### src/sv/float32_minifloat_converter_core_macros.svh
// Assertion macros for the float32/minifloat converter core.
// No dependencies; included by the top level, which provides clk and rst_n.
`ifndef FLOAT32_MINIFLOAT_CONVERTER_CORE_MACROS_SVH
`define FLOAT32_MINIFLOAT_CONVERTER_CORE_MACROS_SVH

// Clocked check, suspended while reset is asserted.
`define FMC_ASSERT(lbl, prop, msg) \
  lbl: assert property (@(posedge clk) disable iff (!rst_n) prop) else $error(msg);

// Clocked implication check, suspended while reset is asserted.
`define FMC_ASSERT_IMPL(lbl, ante, cons, msg) \
  lbl: assert property (@(posedge clk) disable iff (!rst_n) (ante) |-> (cons)) else $error(msg);

`endif

### src/sv/fmc_pkg.sv
// Shared types and constants for the float32/minifloat converter core.
// No dependencies; imported by every module of the block.
package fmc_pkg;

  localparam int SGL_FRAC_W = 23;
  localparam int SGL_BIAS   = 127;

  localparam logic [3:0] EXP_W_RESET  = 4'd5;
  localparam logic [4:0] FRAC_W_RESET = 5'd10;
  localparam logic [3:0] EXP_W_MIN    = 4'd2;
  localparam logic [3:0] EXP_W_MAX    = 4'd8;
  localparam logic [4:0] FRAC_W_MIN   = 5'd1;
  localparam logic [4:0] FRAC_W_MAX   = 5'd22;

  typedef enum logic [0:0] {
    CFG_EXP_WIDTH  = 1'b0,
    CFG_FRAC_WIDTH = 1'b1
  } cfg_idx_t;

  typedef enum logic [0:0] {
    KIND_PACK   = 1'b0,
    KIND_UNPACK = 1'b1
  } kind_t;

  // Effective narrow format, already saturated into range.
  typedef struct packed {
    logic [3:0] e;
    logic [4:0] f;
  } fmt_t;

endpackage

### src/sv/fmc_cfg.sv
// Format registers of the converter and their saturation into legal range.
// Depends on fmc_pkg.
module fmc_cfg
  import fmc_pkg::*;
(
  input  logic       clk,
  input  logic       rst_n,
  input  logic       cfg_we,
  input  logic       cfg_index,
  input  logic [4:0] cfg_data,
  output fmt_t       fmt
);

  logic [3:0] exp_width_r;
  logic [4:0] frac_width_r;

  always_ff @(posedge clk) begin
    if (!rst_n) begin
      exp_width_r  <= EXP_W_RESET;
      frac_width_r <= FRAC_W_RESET;
    end else if (cfg_we) begin
      unique case (cfg_idx_t'(cfg_index))
        CFG_EXP_WIDTH:  exp_width_r  <= cfg_data[3:0];
        CFG_FRAC_WIDTH: frac_width_r <= cfg_data;
      endcase
    end
  end

  always_comb begin
    if (exp_width_r < EXP_W_MIN) begin
      fmt.e = EXP_W_MIN;
    end else if (exp_width_r > EXP_W_MAX) begin
      fmt.e = EXP_W_MAX;
    end else begin
      fmt.e = exp_width_r;
    end
    if (frac_width_r < FRAC_W_MIN) begin
      fmt.f = FRAC_W_MIN;
    end else if (frac_width_r > FRAC_W_MAX) begin
      fmt.f = FRAC_W_MAX;
    end else begin
      fmt.f = frac_width_r;
    end
  end

endmodule

### src/sv/fmc_pack.sv
// Single-precision to narrow code: half-up rounding, rebias, flush and saturate.
// Depends on fmc_pkg.
module fmc_pack
  import fmc_pkg::*;
(
  input  fmt_t        fmt,
  input  logic [31:0] operand_bits,
  output logic [31:0] packed_bits
);

  logic [4:0]         rsh;
  logic [22:0]        sig;
  logic [22:0]        half;
  logic               carry;
  logic [22:0]        rsig;
  logic [8:0]         ex_rnd;
  logic [7:0]         bias_n;
  logic signed [10:0] ex_nb;
  logic [8:0]         ex_lim;
  logic [4:0]         sign_pos;
  logic [31:0]        sign_w;

  always_comb begin
    rsh      = 5'(SGL_FRAC_W - 1) - fmt.f;
    sig      = operand_bits[22:0] >> rsh;
    half     = (sig >> 1) + {22'd0, sig[0]};
    carry    = half[fmt.f];
    rsig     = carry ? 23'd0 : half;
    ex_rnd   = {1'b0, operand_bits[30:23]} + {8'd0, carry};
    bias_n   = (8'd1 << (fmt.e - 4'd1)) - 8'd1;
    ex_nb    = signed'({2'b00, ex_rnd}) - 11'(SGL_BIAS) + signed'({3'b000, bias_n});
    ex_lim   = 9'd1 << fmt.e;
    sign_pos = {1'b0, fmt.e} + fmt.f;
    sign_w   = {31'd0, operand_bits[31]} << sign_pos;

    if (ex_nb < 11'sd0 || (ex_nb == 11'sd0 && rsig == 23'd0)) begin
      packed_bits = sign_w;
    end else if (ex_nb >= signed'({2'b00, ex_lim})) begin
      packed_bits = sign_w | ({23'd0, ex_lim - 9'd1} << fmt.f)
                  | ((32'd1 << fmt.f) - 32'd1);
    end else begin
      packed_bits = sign_w | ({24'd0, ex_nb[7:0]} << fmt.f) | {9'd0, rsig};
    end
  end

endmodule

### src/sv/fmc_unpack.sv
// Narrow code to single precision: mask, rebias, left-align the significand.
// Depends on fmc_pkg.
module fmc_unpack
  import fmc_pkg::*;
(
  input  fmt_t        fmt,
  input  logic [31:0] operand_bits,
  output logic [31:0] unpacked_bits
);

  logic [4:0]  sign_pos;
  logic        sign;
  logic [31:0] sig_w;
  logic [31:0] ex_w;
  logic [7:0]  bias_n;
  logic [7:0]  ex_sgl;
  logic [22:0] sig_al;

  always_comb begin
    sign_pos = {1'b0, fmt.e} + fmt.f;
    sign     = operand_bits[sign_pos];
    sig_w    = operand_bits & ((32'd1 << fmt.f) - 32'd1);
    ex_w     = (operand_bits >> fmt.f) & ((32'd1 << fmt.e) - 32'd1);
    bias_n   = (8'd1 << (fmt.e - 4'd1)) - 8'd1;
    ex_sgl   = ex_w[7:0] + 8'(SGL_BIAS) - bias_n;
    sig_al   = sig_w[22:0] << (5'(SGL_FRAC_W) - fmt.f);

    if (ex_w == 32'd0 && sig_w == 32'd0) begin
      unpacked_bits = {sign, 31'd0};
    end else begin
      unpacked_bits = {sign, ex_sgl, sig_al};
    end
  end

endmodule

### src/sv/float32_minifloat_converter_core.sv
// Top level of the float32/minifloat converter: input register, conversion, result register.
// Depends on fmc_pkg, fmc_cfg, fmc_pack, fmc_unpack and the core macros header.
//
//   Channel  Direction  Handshake             Payload
//   in       in         in_valid / in_ready   in_kind, in_operand_bits
//   out      out        out_valid / out_ready out_converted_bits
//   cfg      in         cfg_we (no wait)      cfg_index, cfg_data
//
// One transaction per cycle sustained while out_ready is held high.
// A transaction passes the input register, one pass of logic, and then the result register.
// Synchronous active-low reset empties both stages and restores the format registers.
// A stalled result holds while the input stage, if empty, still takes one more transaction.
`include "float32_minifloat_converter_core_macros.svh"

module float32_minifloat_converter_core
  import fmc_pkg::*;
(
  input  logic        clk,
  input  logic        rst_n,
  input  logic        in_valid,
  output logic        in_ready,
  input  logic        in_kind,
  input  logic [31:0] in_operand_bits,
  output logic        out_valid,
  input  logic        out_ready,
  output logic [31:0] out_converted_bits,
  input  logic        cfg_we,
  input  logic        cfg_index,
  input  logic [4:0]  cfg_data
);

  fmt_t        fmt;
  logic        s0_v_r, s0_v_nxt;
  kind_t       s0_kind_r;
  logic [31:0] s0_bits_r;
  logic        out_valid_r, out_valid_nxt;
  logic [31:0] out_bits_r;
  logic        in_acc;
  logic        s1_load;
  logic [31:0] packed_bits;
  logic [31:0] unpacked_bits;

  fmc_cfg u_cfg (
    .clk       (clk),
    .rst_n     (rst_n),
    .cfg_we    (cfg_we),
    .cfg_index (cfg_index),
    .cfg_data  (cfg_data),
    .fmt       (fmt)
  );

  fmc_pack u_pack (
    .fmt          (fmt),
    .operand_bits (s0_bits_r),
    .packed_bits  (packed_bits)
  );

  fmc_unpack u_unpack (
    .fmt           (fmt),
    .operand_bits  (s0_bits_r),
    .unpacked_bits (unpacked_bits)
  );

  always_comb begin
    s1_load       = !out_valid_r || out_ready;
    in_ready      = !s0_v_r || s1_load;
    in_acc        = in_valid && in_ready;
    s0_v_nxt      = in_acc ? 1'b1 : (s1_load ? 1'b0 : s0_v_r);
    out_valid_nxt = s1_load ? s0_v_r : out_valid_r;
  end

  always_ff @(posedge clk) begin
    if (!rst_n) begin
      s0_v_r      <= 1'b0;
      out_valid_r <= 1'b0;
    end else begin
      s0_v_r      <= s0_v_nxt;
      out_valid_r <= out_valid_nxt;
    end
  end

  always_ff @(posedge clk) begin
    if (in_acc) begin
      s0_kind_r <= kind_t'(in_kind);
      s0_bits_r <= in_operand_bits;
    end
    if (s1_load && s0_v_r) begin
      out_bits_r <= (s0_kind_r == KIND_UNPACK) ? unpacked_bits : packed_bits;
    end
  end

  assign out_valid          = out_valid_r;
  assign out_converted_bits = out_bits_r;

  `FMC_ASSERT_IMPL(a_ready_follows_out, out_ready, in_ready, "input stalled while output free")
  `FMC_ASSERT(a_in_to_s0, (in_valid && in_ready) |=> s0_v_r, "accepted transaction lost")
  `FMC_ASSERT(a_s0_to_out, (s0_v_r && (!out_valid_r || out_ready)) |=> out_valid_r, "result not registered")
  `FMC_ASSERT_IMPL(a_fmt_range, 1'b1, fmt.e >= EXP_W_MIN && fmt.e <= EXP_W_MAX && fmt.f >= FRAC_W_MIN && fmt.f <= FRAC_W_MAX, "format out of range")

endmodule
### config.mk
export PLATFORM = sky130hd
export DESIGN_NAME = float32_minifloat_converter_core
export DESIGN_NICKNAME = d
export VERILOG_FILES = /design/src/sv/fmc_pkg.sv /design/src/sv/fmc_cfg.sv /design/src/sv/fmc_pack.sv /design/src/sv/fmc_unpack.sv /design/src/sv/float32_minifloat_converter_core.sv
export VERILOG_INCLUDE_DIRS = /design/src /design/src/sv
export SDC_FILE = /design/constraint.sdc
export NUM_CORES = 1
export LEC_CHECK = 0
export BUFFER_PORTS_ARGS = -buffer_cell sky130_fd_sc_hd__buf_2
export CORE_UTILIZATION = 25
export CTS_BUF_LIST = sky130_fd_sc_hd__clkbuf_4
export DETAILED_ROUTE_END_ITERATION = 8
export PLACE_DENSITY_LB_ADDON = 0.15
export SLEW_MARGIN = 10
export SYNTH_ARGS = -nofsm -noshare
export SYNTH_HDL_FRONTEND = slang
export SYNTH_SLANG_ARGS = --single-unit
### constraint.sdc
create_clock -name clk -period 15.3 [get_ports clk]
set_input_delay 3.06 -clock clk [delete_from_list [all_inputs] [get_ports clk]]
set_output_delay 3.06 -clock clk [all_outputs]
set_load 0.03 [all_outputs]
======== After elaboration in Yosys (flattened, before gate mapping) ========
Cells that the tools add are included.
storage, ports and cells
  register bits ........................... 76
  input bits .............................. 44
  output and inout bits ................... 34
operators by class
  add/subtract/negate cells ............... 14
  magnitude comparators ................... 8
  shift-type cells ........................ 10
  mux-type cells .......................... 15
  bitwise logic cells ..................... 7
  reductions and logical operators ........ 16
operator list
  operator                                                                        number
  32-bit 2-to-1 mux                                                               3
  32-bit OR                                                                       3
  32-bit bitwise AND                                                              2
  32-bit logical NOT                                                              2
  32-bit by 1-bit subtractor with 32-bit output (second input constant)           2
  32-bit by 23-bit OR with 32-bit output                                          1
  1-bit by 4-bit left shift with 32-bit output (first input constant)             1
  1-bit by 5-bit left shift with 32-bit output                                    1
  1-bit by 5-bit left shift with 32-bit output (first input constant)             1
  8-bit by 5-bit left shift with 32-bit output                                    1
  9-bit by 5-bit left shift with 32-bit output                                    1
  32-bit by 5-bit right shift with 32-bit output                                  1
  31-bit 2-to-1 mux                                                               1
  22-bit by 1-bit adder with 23-bit output                                        1
  23-bit logical NOT                                                              1
  23-bit 2-to-1 mux                                                               1
  23-bit by 5-bit left shift with 23-bit output                                   1
  23-bit by 5-bit right shift with 23-bit output                                  1
  5-bit by 6-bit less-than comparator with 1-bit output (second input constant)   2
  11-bit by 9-bit adder with 11-bit output                                        1
  11-bit by 10-bit >= comparator with 1-bit output                                1
  11-bit logical NOT                                                              1
  11-bit by 1-bit less-than comparator with 1-bit output (second input constant)  1
  1-bit binary-select mux with 5-bit select                                       2
  24 further kinds                                                                37

======== Logic depth before layout (Yosys ltp) ========
  word-level depth ........................ 17
  depth in mapped cells ................... 55
  mapped depth without buffers ............ 43

======== Modules after synthesis ========
From an unflattened synthesis, not the netlist that was laid out.
second synthesis, totals
  cells, all modules ...................... 1827
  area total of the unflattened synthesis .. 14720.4 µm²
modules (own cells, without submodules)
  module                            instances  cells each  area each (µm²)
  fmc_pack                          1          1028        6812.8
  fmc_unpack                        1          639         4911.0
  float32_minifloat_converter_core  1          110         2580.0
  fmc_cfg                           1          50          416.6

======== Worst setup path before layout ========
OpenSTA, ideal clock, no wires.
  kind .................................... flip-flop to flip-flop
  start ................................... register u_cfg.frac_width_r[2]
  end ..................................... register out_bits_r[18], in the netlist out_converted_bits[18] (data pin)
  library setup time ...................... 0.261 ns
  arrival time ............................ 11.586 ns
  required time ........................... 15.039 ns
  setup slack ............................. 3.453 ns
  cell stages (with the launch flop) ...... 50
  path buffers ............................ 14
  path through ............................ dfxtp_1 -> buf_2 -> or3_4 -> a21o_4 -> nand2_4 -> buf_6 -> buf_8 -> clkbuf_1 -> buf_1 -> clkbuf_1 -> clkbuf_1 -> buf_1 -> ha_1 -> xnor2_1 -> clkbuf_1 -> clkbuf_1 -> buf_1 -> mux2i_1 -> (+14 left out) -> ha_1 -> xor2_1 -> ha_1 -> nor2b_1 -> o21ai_0 -> a21boi_0 -> o21ai_0 -> nand2_1 -> xnor2_1 -> a21oi_1 -> maj3_1 -> a211o_1 -> a22oi_1 -> clkbuf_1 -> clkbuf_1 -> clkbuf_1 -> a31oi_1 -> a221o_1
on the way
  word-level cells in the longest chain between the ends .. 17
RTL lines
  element                                         line                                    RTL
  from (decl)                                     fmc_cfg.sv:15                           logic [4:0] frac_width_r;
  from (signal assigned)                          fmc_cfg.sv:24                           CFG_FRAC_WIDTH: frac_width_r <= cfg_data;
  5-bit greater-than comparator                   fmc_cfg.sv:39                           end else if (frac_width_r > FRAC_W_MAX) begin
  5-bit 2-to-1 mux                                fmc_cfg.sv:39
  5-bit 2-to-1 mux (*)                            fmc_cfg.sv:37                           if (frac_width_r < FRAC_W_MIN) begin
  5-bit subtractor                                fmc_pack.sv:24                          rsh = 5'(SGL_FRAC_W - 1) - fmt.f;
  23-bit by 5-bit right shift with 23-bit output  fmc_pack.sv:25                          sig = operand_bits[22:0] >> rsh;
  22-bit by 1-bit adder with 23-bit output        fmc_pack.sv:26                          half = (sig >> 1) + {22'd0, sig[0]};
  1-bit binary-select mux with 5-bit select       fmc_pack.sv:27                          carry = half[fmt.f];
  1-bit 2-to-1 mux (not written as such)          fmc_pack.sv:27
  8-bit by 1-bit adder with 9-bit output          fmc_pack.sv:29                          ex_rnd = {1'b0, operand_bits[30:23]} + {8'd0, carry};
  9-bit by 7-bit subtractor with 10-bit output    fmc_pack.sv:31                          ex_nb = signed'({2'b00, ex_rnd}) - 11'(SGL_BIAS) + signed'({3'b000, bias_n});
  11-bit by 9-bit adder with 11-bit output        fmc_pack.sv:31
  8-bit by 5-bit left shift with 32-bit output    fmc_pack.sv:42                          packed_bits = sign_w | ({24'd0, ex_nb[7:0]} << fmt.f) | {9'd0, rsig};
  32-bit OR                                       fmc_pack.sv:42
  32-bit by 23-bit OR with 32-bit output          fmc_pack.sv:42
  32-bit 2-to-1 mux                               fmc_pack.sv:38                          end else if (ex_nb >= signed'({2'b00, ex_lim})) begin
  32-bit 2-to-1 mux                               fmc_pack.sv:36                          if (ex_nb < 11'sd0 || (ex_nb == 11'sd0 && rsig == 23'd0)) begin
  32-bit 2-to-1 mux (*)                           float32_minifloat_converter_core.sv:88  out_bits_r <= (s0_kind_r == KIND_UNPACK) ? unpacked_bits : packed_bits;
  to (signal assigned)                            float32_minifloat_converter_core.sv:88
  to (decl)                                       float32_minifloat_converter_core.sv:37  logic [31:0] out_bits_r;
Mark *: on every way between the ends. The rest lies on a longest branch, timed or not. The select of a mux whose other input is x is not followed.
A chain may end at the register's enable or synchronous reset.

======== Worst setup path in the final report ========
  start ................................... register u_cfg.frac_width_r[3]
  end ..................................... register out_bits_r[4], in the netlist out_converted_bits[4] (data pin)
The elaborated chain is that of the path after synthesis.

==> metrics.txt <==
Util after Layout=0.277; DR WL/cell=between 20 and 30 microns; vias in the first global route=~12000; fin nets=~1700; Total Neg Setup Slack=0 ps; Worst-path clk slew=around 160 ps; clk_lat worst skew=between 600 and 700 ps; Comb pwr share=0.693; Internal Dissipation=roughly 610 uW; Tot GR Track Use=0.240; failing checks=DRC; initial drt markers=~1600; Rel. slew slack=0.215; Remaining Overflow, GRT=0; post-synthesis register bit count=76; worst min-delay path class=reg -> reg; initial antenna violation count=3; postcts setup bufs=0; actual slew at the worst max-slew pin=1170 ps; final setup vio count=0; Net Sw Frac=0.554; Die Height=around 220 microns; H-tree depth=3; clock root cell=clkbuf_4; FP Rows=79; Yosys warnings=0; antenna-violating nets left=0; DRC=8; post-route minimum period=between 10000 and 15000 ps; WP data required=roughly 16000 ps; Final Power=1.37 mW; DP Worst Slack=1950 ps; Synth-to-Final Area Change=8.56%; final worst path period share=0.888; syn avg cell area=around 7.4 sq um; DP Area=approximately 13000 sq um; Crit. End Element=flip-flop; Clock Sinks=between 70 and 80; largest net degree at the start of global routing=60; sequential share of power=0.198; Async SR Flop Fraction=0; Most Frequent Cell on Critical Path=ha_1; IO Count=78; Seq/Total Area, Yosys=0.182; GP Congestion=between 0.9 and 1; placed cell count=approximately 2200; CTS resizes=0; worst-path maximum fanout=between 50 and 60; layout filler cell count=approximately 5200; Die Width=about 220 microns; Peak Freq=about 74 MHz; Finished Layout Cells=2227; NetSw=around 760 uW; worst path arrival time=between 10000 and 15000 ps; post-synthesis cell area=11900 sq um; share of cells above drive strength 1=0.122; routed vias/inst=about 5.9; Leakage Power=between 4 and 5 nW; Distinct cells, synth=approximately 110; Initial Utilization=0.255; PD cells=approximately 110 nW/um^2; Hold Vio Cnt, Final=0; Buffers on Ports=77; RSZ-0062 raised after global routing=false; fin worst setup slack=between 1500 and 2000 ps; run status=finished with violations; Worst setup SP type=flip-flop; Setup Skew=about 52 ps; Post-CTS Hold Fix Bufs=0; Die ar.=approximately 49000 sq um; Post-synth EDFFs=65; core area=roughly 47000 sq um; Vias=approximately 13000; Detailed Routing Iterations Pass 1=9; Final Slew Violations=0; Max Cap Violations=0; first-pass GRT wire length=roughly 85000 microns; slowest CP cell=ha_1; detailed placement HPWL=between 40000 and 50000 microns; CTS tree=done; largest stage delay on the critical path=790 ps; CTS buffer count=9; Clock Power Share=0.108; finished layout cell area=between 10000 and 15000 sq um; post-synthesis cell count=1609; maximum VDD drop=around 0.048 mV; ys flop type=edfxtp_1; Clock Tree Buf Depth=2; critical path type=reg -> reg; WL final=approximately 60000 microns; hold_ws=roughly 520 ps
-- path summary, 6_finish.rpt --
check | slack (ps) | endpoint | depth (start not counted) | startpoint
setup reg to reg | 1710 | out_converted_bits[4] | 42 | u_cfg.frac_width_r[3]
setup / recovery | 1710 | out_converted_bits[4] | 42 | u_cfg.frac_width_r[3]
hold reg to reg | 520 | out_valid | 1 | s0_v_r
hold / removal | 520 | out_valid | 1 | s0_v_r
-- synthesized netlist by cell type, drive strengths merged, types with 32 or more instances --
cell,n,area (sq um)
nand2,227,860
a21oi,124,647
o21ai,115,579
nand3,52,260
a211oi,32,240
nor3,43,235
buf,40,225
clkbuf,80,300
edfxtp,65,1950
xnor2,41,400
ha,46,576
inv,48,180
nor2,159,599
mux2i,85,851
-- worst max-delay path, delay by kind of cell, from the launching register on --
kind	cells	cell delay, ps
XOR/XNOR	2	730
AO/OA/AOI/OAI	14	4030
flip-flops	1	650
adder cells (fa/ha/maj)	7	2400
AND/OR/NAND/NOR	14	3580
buffers and inverters	5	1910
-- kinds of logic (layout without fill, tap and decap cells) --
family / Yosys count / after routing / synth area share
and+or+nand+nor: 619 / 619 / 0.246
AOI/OAI and AO/OA: 528 / 528 / 0.307
buffers and inverters: 170 / 170 / 0.0599
muxes: 103 / 103 / 0.102
DFF: 76 / 76 / 0.182
xor gates and xnor gates: 61 / 61 / 0.0483
adders and majority gates: 50 / 50 / 0.0542
other: 2 / 13 / 0.000630
-- routing by layer --
metal,share of wire,track usage
met5,0,0
met3,0.082,0.0443
met1,0.45,0.341
met2,0.44,0.369
met4,0.023,0.0651
-- final cells by class --
class / instances / area (sq um) / share of cell area
Antenna cell: 7 / 17.5 / 0.00135
Sequential cell: 76 / 2170 / 0.168
Timing Repair Buffer: 105 / 596 / 0.0460
Inverter: 50 / 188 / 0.0145
Tap cell: 607 / 759 / 0.0587
Clock inverter: 6 / 65.1 / 0.00503
Multi-Input combinational cell: 1367 / 9070 / 0.701
Clock buffer: 9 / 67.6 / 0.00522
-- cells in the final DEF (no fill, tap or decap), types with 13 or more instances in the layout --
master / Yosys / final
o21ai_1: 15 / 15
o211ai_1: 23 / 23
a211oi_1: 32 / 32
o22ai_1: 18 / 18
o31ai_1: 17 / 17
nor3_1: 39 / 39
a21oi_1: 121 / 121
buf_2: 9 / 77
and3_1: 17 / 17
a31oi_1: 13 / 13
o21ai_0: 99 / 99
nor2_1: 158 / 158
and2_1: 15 / 14
mux2i_1: 85 / 85
a21o_1: 18 / 17
inv_1: 45 / 45
a22oi_1: 21 / 20
xor2_1: 20 / 20
xnor2_1: 37 / 36
edfxtp_1: 65 / 65
ha_1: 46 / 46
mux4_2: 14 / 14
buf_4: 2 / 28
nand2_1: 226 / 226
nand3_1: 52 / 52
nor2b_1: 26 / 25
o221ai_1: 14 / 14
-- flip-flops by register name, summed over array words and instances (netlist names) --
register / flops
s0_v_r: 1
s0_bits_r: 32
u_cfg.exp_width_r: 4
out_valid: 1
s0_kind_r: 1
out_converted_bits: 32
u_cfg.frac_width_r: 5
-- power groups by stage --
| stage | clock, mW | combinational [mW] | sequential (mW) |
|---|---|---|---|
| floorplan | 0 | 0.619 | 0.283 |
| global placement | 0 | 0.939 | 0.277 |
| detailed placement | 0 | 0.924 | 0.277 |
| CTS | 0.154 | 0.929 | 0.272 |
| global route | 0.161 | 1.02 | 0.274 |
| finish | 0.149 | 0.953 | 0.272 |
Power figures use the tool's default switching activity.
